`src/rtl/core/odo_pkg.sv`:
```
// odo_pkg: shared constants, register codes and arctangent table for the
// differential drive odometry block. No dependencies.
`default_nettype none
package odo_pkg;

  localparam int COUNT_BITS_DEF    = 16;
  localparam int CORDIC_STAGES_DEF = 16;

  localparam logic [31:0] DPP_RESET = 32'd18740337;
  localparam logic [31:0] TPD_RESET = 32'd213045;

  // register index codes (paddr[2])
  localparam logic REG_DPP = 1'b0;
  localparam logic REG_TPD = 1'b1;

  localparam int CORD_W = 33;
  localparam int ANG_W  = 34;
  localparam int IDX_W  = 5;

  localparam logic signed [CORD_W-1:0] CORDIC_START = 33'sd652032874;
  localparam logic signed [31:0]       Q30_ONE      = 32'sd1073741824;

  // arctan(2^-i) in turns scaled by 2^32
  function automatic logic [31:0] atan_turns(input logic [IDX_W-1:0] i);
    logic [31:0] v;
    case (i)
      5'd0:  v = 32'd536870912;
      5'd1:  v = 32'd316933406;
      5'd2:  v = 32'd167458907;
      5'd3:  v = 32'd85004756;
      5'd4:  v = 32'd42667331;
      5'd5:  v = 32'd21354465;
      5'd6:  v = 32'd10679838;
      5'd7:  v = 32'd5340245;
      5'd8:  v = 32'd2670163;
      5'd9:  v = 32'd1335087;
      5'd10: v = 32'd667544;
      5'd11: v = 32'd333772;
      5'd12: v = 32'd166886;
      5'd13: v = 32'd83443;
      5'd14: v = 32'd41722;
      5'd15: v = 32'd20861;
      5'd16: v = 32'd10430;
      5'd17: v = 32'd5215;
      5'd18: v = 32'd2608;
      5'd19: v = 32'd1304;
      5'd20: v = 32'd652;
      5'd21: v = 32'd326;
      5'd22: v = 32'd163;
      5'd23: v = 32'd81;
      5'd24: v = 32'd41;
      5'd25: v = 32'd20;
      5'd26: v = 32'd10;
      5'd27: v = 32'd5;
      5'd28: v = 32'd3;
      5'd29: v = 32'd1;
      5'd30: v = 32'd1;
      default: v = 32'd0;
    endcase
    return v;
  endfunction

endpackage
`default_nettype wire

```
`src/rtl/core/differential_drive_odometry.sv`:
```
// Differential drive odometry, midpoint heading.
// Input channel (in_valid/in_stall): kind, left_count, right_count. kind 1
// clears the pose; kind 0 integrates one encoder tick.
// Result channel (out_valid/out_stall): x_pos, y_pos (Q16.16 cm) and heading
// (binary angle, 2^31 = pi), the pose after the item.
// Config: APB-style port, travel per pulse at 0x0, turn per pulse of
// difference at 0x4; write only while idle.
// One item is in work at a time. An update runs a bit-serial multiply
// (travel and heading change together), a setup state, CORDIC_STAGES
// cordic iterations, a second setup state, a bit-serial multiply for both
// displacements, and a post state that writes the result once the output
// register is free; only then can the next item be accepted. A clear goes
// straight to the post state. The serial multipliers and the single cordic
// set the update time.
// Reset zeroes the pose, loads the register defaults and empties the
// output register. in_stall is high while an item is in work. A finished
// result waits in the output register while out_stall is high; the next
// item may already be accepted and runs until it needs that register.
`default_nettype none
module differential_drive_odometry #(
  parameter int COUNT_BITS    = odo_pkg::COUNT_BITS_DEF,
  parameter int CORDIC_STAGES = odo_pkg::CORDIC_STAGES_DEF
) (
  input  wire logic                         clk,
  input  wire logic                         rst_n,
  input  wire logic                         in_valid,
  output logic                              in_stall,
  input  wire logic                         in_kind,
  input  wire logic signed [COUNT_BITS-1:0] in_left_count,
  input  wire logic signed [COUNT_BITS-1:0] in_right_count,
  output logic                              out_valid,
  input  wire logic                         out_stall,
  output logic signed [31:0]                out_x_pos,
  output logic signed [31:0]                out_y_pos,
  output logic signed [31:0]                out_heading,
  input  wire logic                         psel,
  input  wire logic                         penable,
  input  wire logic                         pwrite,
  input  wire logic [2:0]                   paddr,
  input  wire logic [31:0]                  pwdata,
  output logic [31:0]                       prdata,
  output logic                              pready
);

  localparam int DW    = COUNT_BITS + 1;
  localparam int SAW   = COUNT_BITS + 2;
  localparam int SPW   = COUNT_BITS + 16;
  localparam int AAW   = SPW + 1;
  localparam int PW    = SPW + 4;
  localparam int CNT_W = odo_pkg::IDX_W;

  localparam logic [2:0] S_IDLE = 3'd0;
  localparam logic [2:0] S_MUL  = 3'd1;
  localparam logic [2:0] S_MID  = 3'd2;
  localparam logic [2:0] S_CORD = 3'd3;
  localparam logic [2:0] S_TRIG = 3'd4;
  localparam logic [2:0] S_ADV  = 3'd5;
  localparam logic [2:0] S_POST = 3'd6;

  logic [2:0]        state_r, state_nxt;
  logic [CNT_W-1:0]  cnt_r, cnt_nxt;
  logic [31:0]       dpp_r, tpd_r;
  logic [31:0]       pos_x_r, pos_y_r, yaw_r;
  logic              sneg_r, xneg_r, yneg_r;
  logic              upd_r;
  logic              out_valid_r;
  logic [31:0]       ox_r, oy_r, oh_r;

  logic              accept, cfg_wr, out_free;
  logic signed [DW-1:0] l_ext, r_ext, sum, diff;
  logic [DW-1:0]     smag;
  logic [DW+31:0]    chg_prod;
  logic [SAW+31:0]   stp_prod;
  logic [AAW+31:0]   ax_prod, ay_prod;
  logic [SPW-1:0]    step;
  logic [31:0]       mid, yaw_new;
  logic signed [31:0] cos_q, sin_q;
  logic [31:0]       cmag, smag_t;
  logic [PW-1:0]     dx, dy;
  logic [31:0]       nx, ny;

  assign accept   = in_valid && !in_stall;
  assign in_stall = (state_r != S_IDLE);
  assign cfg_wr   = psel && penable && pwrite;
  assign pready   = 1'b1;
  assign prdata   = (paddr[2] == odo_pkg::REG_TPD) ? tpd_r : dpp_r;
  assign out_free = !out_valid_r || !out_stall;

  assign l_ext = {in_left_count[COUNT_BITS-1], in_left_count};
  assign r_ext = {in_right_count[COUNT_BITS-1], in_right_count};
  assign sum   = l_ext + r_ext;
  assign diff  = r_ext - l_ext;
  assign smag  = sum[DW-1] ? DW'(-sum) : sum;

  odo_smul #(.AW(DW), .BW(32)) u_chg (
    .clk(clk), .load(accept), .en(state_r == S_MUL),
    .a(diff), .b(tpd_r), .prod(chg_prod)
  );

  odo_smul #(.AW(SAW), .BW(32)) u_step (
    .clk(clk), .load(accept), .en(state_r == S_MUL),
    .a({1'b0, smag}), .b(dpp_r), .prod(stp_prod)
  );

  assign step = stp_prod[SPW+16:17];

  // midpoint heading from the old yaw plus half the change
  assign mid     = yaw_r + chg_prod[32:1];
  assign yaw_new = yaw_r + chg_prod[31:0];

  odo_cordic u_cordic (
    .clk(clk), .load(state_r == S_MID), .en(state_r == S_CORD),
    .angle(mid), .idx(cnt_r), .cos_q(cos_q), .sin_q(sin_q)
  );

  assign cmag   = cos_q[31] ? 32'(-cos_q) : cos_q;
  assign smag_t = sin_q[31] ? 32'(-sin_q) : sin_q;

  odo_smul #(.AW(AAW), .BW(32)) u_advx (
    .clk(clk), .load(state_r == S_TRIG), .en(state_r == S_ADV),
    .a({1'b0, step}), .b(cmag), .prod(ax_prod)
  );

  odo_smul #(.AW(AAW), .BW(32)) u_advy (
    .clk(clk), .load(state_r == S_TRIG), .en(state_r == S_ADV),
    .a({1'b0, step}), .b(smag_t), .prod(ay_prod)
  );

  assign dx = {1'b0, ax_prod[AAW+31:30]};
  assign dy = {1'b0, ay_prod[AAW+31:30]};

  function automatic logic [31:0] sat_add(input logic [31:0] pos, input logic [PW-1:0] d,
                                          input logic neg);
    logic signed [PW-1:0] p;
    p = $signed({{(PW-32){pos[31]}}, pos}) + (neg ? -$signed(d) : $signed(d));
    if (p > $signed(PW'(32'h7fff_ffff)))
      return 32'h7fff_ffff;
    else if (p < -$signed(PW'(33'h0_8000_0000)))
      return 32'h8000_0000;
    else
      return p[31:0];
  endfunction

  assign nx = sat_add(pos_x_r, dx, xneg_r);
  assign ny = sat_add(pos_y_r, dy, yneg_r);

  always_comb begin
    state_nxt = state_r;
    cnt_nxt   = cnt_r + 1'b1;
    case (state_r)
      S_IDLE: begin
        cnt_nxt = '0;
        if (accept) state_nxt = in_kind ? S_POST : S_MUL;
      end
      S_MUL: if (cnt_r == '1) state_nxt = S_MID;
      S_MID: cnt_nxt = '0;
      S_CORD: if (cnt_r == CNT_W'(CORDIC_STAGES - 1)) state_nxt = S_TRIG;
      S_TRIG: cnt_nxt = '0;
      S_ADV: if (cnt_r == '1) state_nxt = S_POST;
      S_POST: if (out_free) state_nxt = S_IDLE;
      default: state_nxt = S_IDLE;
    endcase
    if (state_r == S_MID) state_nxt = S_CORD;
    if (state_r == S_TRIG) state_nxt = S_ADV;
  end

  always_ff @(posedge clk) begin
    if (!rst_n) begin
      state_r     <= S_IDLE;
      cnt_r       <= '0;
      dpp_r       <= odo_pkg::DPP_RESET;
      tpd_r       <= odo_pkg::TPD_RESET;
      pos_x_r     <= '0;
      pos_y_r     <= '0;
      yaw_r       <= '0;
      out_valid_r <= 1'b0;
    end else begin
      state_r <= state_nxt;
      cnt_r   <= cnt_nxt;
      if (cfg_wr) begin
        if (paddr[2] == odo_pkg::REG_TPD) tpd_r <= pwdata;
        else                              dpp_r <= pwdata;
      end
      if (accept && in_kind) begin
        pos_x_r <= '0;
        pos_y_r <= '0;
        yaw_r   <= '0;
      end
      if (accept) begin
        sneg_r <= sum[DW-1];
        upd_r  <= !in_kind;
      end
      if (state_r == S_TRIG) begin
        xneg_r <= sneg_r ^ cos_q[31];
        yneg_r <= sneg_r ^ sin_q[31];
      end
      // displacement products are complete once the post state is reached
      if (state_r == S_POST && out_free && upd_r) begin
        pos_x_r <= nx;
        pos_y_r <= ny;
        yaw_r   <= yaw_new;
      end
      if (state_r == S_POST && out_free) begin
        out_valid_r <= 1'b1;
      end else if (!out_stall) begin
        out_valid_r <= 1'b0;
      end
    end
  end

  always_ff @(posedge clk) begin
    if (state_r == S_POST && out_free) begin
      ox_r <= upd_r ? nx : pos_x_r;
      oy_r <= upd_r ? ny : pos_y_r;
      oh_r <= upd_r ? yaw_new : yaw_r;
    end
  end

  assign out_valid   = out_valid_r;
  assign out_x_pos   = ox_r;
  assign out_y_pos   = oy_r;
  assign out_heading = oh_r;

endmodule
`default_nettype wire

```
`src/rtl/core/odo_smul.sv`:
```
// odo_smul: bit-serial shift-add multiplier, signed multiplicand by unsigned
// multiplier, one multiplier bit per cycle while en is high. Uses no package items.
`default_nettype none
module odo_smul #(
  parameter int AW = 18,
  parameter int BW = 32
) (
  input  wire logic                 clk,
  input  wire logic                 load,
  input  wire logic                 en,
  input  wire logic signed [AW-1:0] a,
  input  wire logic [BW-1:0]        b,
  output logic [AW+BW-1:0]          prod
);

  logic signed [AW-1:0] a_r, acc_r;
  logic [BW-1:0]        b_r, low_r;
  logic signed [AW:0]   sum;

  // partial sum halves each cycle while en is high, dropped bit shifts into the low word
  assign sum = {acc_r[AW-1], acc_r} + (b_r[0] ? {a_r[AW-1], a_r} : '0);

  always_ff @(posedge clk) begin
    if (load) begin
      a_r   <= a;
      b_r   <= b;
      acc_r <= '0;
      low_r <= '0;
    end else if (en) begin
      acc_r <= sum[AW:1];
      low_r <= {sum[0], low_r[BW-1:1]};
      b_r   <= b_r >> 1;
    end
  end

  assign prod = {acc_r, low_r};

endmodule
`default_nettype wire

```
`src/rtl/core/odo_cordic.sv`:
```
// odo_cordic: iterative rotation-mode cordic, one iteration per cycle while en is high,
// giving clamped Q2.30 cosine and sine. Depends on odo_pkg.
`default_nettype none
module odo_cordic (
  input  wire logic                          clk,
  input  wire logic                          load,
  input  wire logic                          en,
  input  wire logic [31:0]                   angle,
  input  wire logic [odo_pkg::IDX_W-1:0]     idx,
  output logic signed [31:0]                 cos_q,
  output logic signed [31:0]                 sin_q
);

  logic signed [odo_pkg::CORD_W-1:0] x_r, y_r, dx, dy, xf, yf;
  logic signed [odo_pkg::ANG_W-1:0]  z_r, at;
  logic                              flip_r;
  logic                              flip;
  logic [31:0]                       ang2, at_u;

  function automatic logic ang2_msb(input logic [31:0] a);
    logic [31:0] t;
    t = a + 32'h4000_0000;
    return t[31];
  endfunction

  // fold the left half plane onto the right one
  assign flip = ang2_msb(angle);
  assign ang2 = flip ? angle + 32'h8000_0000 : angle;
  assign at_u = odo_pkg::atan_turns(idx);
  assign at   = {{(odo_pkg::ANG_W-32){1'b0}}, at_u};
  assign dx   = y_r >>> idx;
  assign dy   = x_r >>> idx;

  always_ff @(posedge clk) begin
    if (load) begin
      x_r    <= odo_pkg::CORDIC_START;
      y_r    <= '0;
      z_r    <= {{(odo_pkg::ANG_W-32){ang2[31]}}, ang2};
      flip_r <= flip;
    end else if (en) begin
      if (!z_r[odo_pkg::ANG_W-1]) begin
        x_r <= x_r - dx;
        y_r <= y_r + dy;
        z_r <= z_r - at;
      end else begin
        x_r <= x_r + dx;
        y_r <= y_r - dy;
        z_r <= z_r + at;
      end
    end
  end

  assign xf = flip_r ? -x_r : x_r;
  assign yf = flip_r ? -y_r : y_r;

  always_comb begin
    if (xf > 33'(odo_pkg::Q30_ONE))       cos_q = odo_pkg::Q30_ONE;
    else if (xf < -33'(odo_pkg::Q30_ONE)) cos_q = -odo_pkg::Q30_ONE;
    else                                  cos_q = xf[31:0];
    if (yf > 33'(odo_pkg::Q30_ONE))       sin_q = odo_pkg::Q30_ONE;
    else if (yf < -33'(odo_pkg::Q30_ONE)) sin_q = -odo_pkg::Q30_ONE;
    else                                  sin_q = yf[31:0];
  end

endmodule
`default_nettype wire

```
`config.mk`:
```
export PLATFORM = sky130hd
export DESIGN_NAME = differential_drive_odometry
export DESIGN_NICKNAME = d
export VERILOG_FILES = /design/src/rtl/core/odo_pkg.sv /design/src/rtl/core/differential_drive_odometry.sv /design/src/rtl/core/odo_smul.sv /design/src/rtl/core/odo_cordic.sv
export SDC_FILE = /design/constraint.sdc
export NUM_CORES = 2
export LEC_CHECK = 0
export BUFFER_PORTS_ARGS = -buffer_cell sky130_fd_sc_hd__buf_2
export CORE_UTILIZATION = 42
export DETAILED_ROUTE_END_ITERATION = 6
export GPL_ROUTABILITY_DRIVEN = 0
export SYNTH_ARGS = -nofsm -noshare
export SYNTH_HDL_FRONTEND = slang
export SYNTH_SLANG_ARGS = --single-unit
```
`constraint.sdc`:
```
create_clock -name clk -period 7.6 [get_ports clk]
set_input_delay 1.14 -clock clk [delete_from_list [all_inputs] [get_ports clk]]
set_output_delay 1.14 -clock clk [all_outputs]
set_load 0.02 [all_outputs]
```
==> run_results.csv <==
group,metric,value,unit
status,outcome,"finished clean",
sta,hold-worst-slack,440.9,ps
worst_setup_path,worstPathRequired,8160,ps
cells_and_area,fill_cells,13150,
synth,synth_flop_cell,"dfxtp_1",
route,post_drt_wl_per_cell,18.67,um
cells_and_area,final_util,46.38,%
placed_design,io_buffers,202,
placed_design,placed_cells,8441,
sta,fin_skew,42.71,ps
cells_and_area,layout-drive-gt1-share,10.68,%
route,via_per_inst,5.772,
synth,post-synth-top-count-cell,"nand2_1",
sta,post-route-period-util,92.46,%
route,routed_wl,160700,um
global_routing,antenna_found_initial,4,
cells_and_area,antenna_cells,0,
synth,netlist_instances,6754,
synth,syn_area_per_cell,8.483,um^2
clocking,h-tree-depth,3,
worst_setup_path,crit_type,"flop to flop",
clocking,clk_pin_slew_worst_paths,60,ps
worst_setup_path,reg2reg_slack,570,ps
power,ir_drop,0.0003724,V
cells_and_area,fin_cells,8607,
worst_setup_path,crit_fanout,46,
synth,synth_top_area_share,17.19,%
clocking,clockBufferDepth,3,
sta,slew_viol_final,0,
global_routing,overflow,0,
clocking,cts_sinks,745,
cells_and_area,final_area,62830,um^2
sta,setup_slack,573.3,ps
global_routing,grt_pass1_vias,46340,
flow_run,maxCapViolCount,0,
sta,rsz0062_at_grt,"no",
worst_hold_path,hp-class,"flop to flop",
sta,worstMarginPinSlew,1328,ps
global_routing,grt_pass1_wl,254900,um
placed_design,dpl_worst_slack,628.2,ps
power,power,32.34,mW
clocking,insertion_delay,720,ps
cells_and_area,final_nets,7219,
route,num_vias,49680,
clocking,postCtsHoldBufs,0,
power,cellLeakagePower,26.15,nW
sta,hold_viol,0,
worst_setup_path,startpoint_type,"flop",
placed_design,hpwlAfterDp,116600,um
clocking,post_cts_buffers,0,
cells_and_area,seq_area,18210,um^2
worst_setup_path,critPathCaptureType,"flop",
route,ant_nets,0,
floorplan,start_util,42.29,%
cells_and_area,multi_input_area,36810,um^2
synth,yosys_warnings,0,
synth,synth_commonest_cells,"nand2_1, a21oi_1, nor2_1",
floorplan,die_area,137900,um^2
clocking,cts_tree,"done",
route,first_pass_iters,7,
synth,ys_seq_area_share,31.76,%
cells_and_area,area_growth,9.661,%
synth,synthArstFlopShare,0,%
sta,fin_tns_setup,0,ps
sta,max_clock_freq,142.3,MHz
synth,synth-edff-count,328,
synth,synth_cell_type_count,102,
clocking,cts_resized,0,
placed_design,placed_area,59730,um^2
synth,synth.largest_area_cell,"edfxtp_1",
route,drtIter0Drc,4622,
sta,setup_viol,0,
global_routing,grt_max_degree,95,
sta,period_minus_slack,7027,ps
synth,synth_seq_cells,745,
synth,synthTopCellsByArea,"edfxtp_1, dfxtp_1, ha_1",
clocking,cts.root.buffer_cell,"clkbuf_16",
worst_setup_path,cp.arrival,7590,ps
floorplan,fp.dieH,371.3,um
synth,synthesis.area,57290,um^2
clocking,numCtsBuffers,88,
sta,slew-limit-headroom,11.25,%
global_routing,grt_usage,22.70,%
floorplan,fp-row-count,135,
route,drc,0,
floorplan,core_area,135500,um^2
floorplan,ios,206,
power,power.density,514.8,nW/um^2
floorplan,die_w,371.3,um
==> worst max-delay path: stages, from the launching register on <==
cell and delay, ps:
dfxtp_4 800, buf_12 370, mux4_2 570, mux2i_1 270
a2bb2oi_1 190, o21ai_0 250, a2111oi_0 730, nand2b_1 180
nor2_1 200, and3_1 300, a21oi_1 110, xor2_1 160
ha_1 330, o21ai_0 90, nand2b_1 120, o2111ai_1 110
or3_1 380, a31oi_1 350, a221o_1 260, a21o_1 130
nand2_1 70, a21oi_1 320, a221o_1 270, mux2i_1 180
o311ai_0 130
==> metal layers <==
layer / global-route usage, % / wire length [um] / vias to the layer above
met5: 0 / 13 / -
met4: 6.751 / 4419 / 2
met3: 3.223 / 9232 / 271
met2: 35.73 / 71590 / 1428
met1: 32.06 / 75410 / 23520
li1: - / - / 24460
==> sequential cells by signal (all words and copies together), names as in the netlist, 18 cells and up <==
register and flops:
u_cordic.x_r 33, yaw_r 32, dpp_r 32, pos_y_r 32, u_step.b_r 32, u_chg.b_r 32, out_y_pos 32, u_advx.acc_r 33
u_advy.b_r 32, u_advy.acc_r 33, u_chg.low_r 32, u_advx.b_r 32, u_cordic.at_u 30, pos_x_r 32, u_advx.a_r 32, u_cordic.z_r 34
out_heading 32, tpd_r 32, u_step.acc_r 18, u_cordic.y_r 33, out_x_pos 32
==> final timing paths <==
| path | cells past startpoint | from | to |
|---|---|---|---|
| worst min register to register | 2 | u_step.low_r[24]$_SDFFE_PP0P_ | u_step.low_r[23]$_SDFFE_PP0P_ |
| worst max-delay path | 24 | cnt_r[1]$_SDFF_PP0_ | u_cordic.x_r[32]$_SDFFE_PP0P_ |
| worst max register to register | 24 | cnt_r[1]$_SDFF_PP0_ | u_cordic.x_r[32]$_SDFFE_PP0P_ |
| worst min-delay path | 2 | u_step.low_r[24]$_SDFFE_PP0P_ | u_step.low_r[23]$_SDFFE_PP0P_ |
==> power by group <==
part | switching (mW) | internal (mW)
sequential | 1.20 | 5.71
combinational | 12.5 | 8.41
clock | 1.90 | 2.62
total | 15.6 | 16.7
==> cell type report <==
| type | instances | area share (%) |
|---|---|---|
| clock inverter | 51 | 1.012 |
| tap | 1781 | 3.547 |
| clock buffer | 115 | 3.913 |
| sequential | 745 | 28.99 |
| inverter | 201 | 1.205 |
| timing repair buffer | 294 | 2.752 |
| multi-input combinational | 5420 | 58.59 |
==> cells by family (layout without fill, tap and decap cells) <==
| group | after synthesis | in the layout | share of synthesized area, % |
|---|---|---|---|
| fa+ha+maj | 394 | 394 | 8.775 |
| compound gates | 1877 | 1877 | 21.40 |
| flops | 745 | 745 | 31.76 |
| buf+inv | 590 | 661 | 4.130 |
| mux | 242 | 242 | 6.204 |
| simple gates | 2317 | 2317 | 18.74 |
| xor+xnor | 587 | 587 | 8.973 |
| other cells | 2 | 3 | 0.01311 |
==> layout by cell type (no fill, tap or decap), types with 67 or more instances in the layout <==
cell type / instances
nand3_1: 177
o21ai_0: 472
o31ai_1: 81
a221o_1: 67
a21oi_1: 482
a21boi_0: 68
and2_1: 137
nor2_1: 476
clkbuf_16: 92
edfxtp_1: 328
nand2_1: 955
nand2b_1: 92
ha_1: 381
buf_2: 201
xnor2_1: 358
nor2b_1: 74
mux2_2: 95
inv_1: 190
buf_4: 91
a21o_1: 144
mux4_2: 81
xor2_1: 228
dfxtp_1: 412
nor3_1: 115
Power figures use the tool's default switching activity.
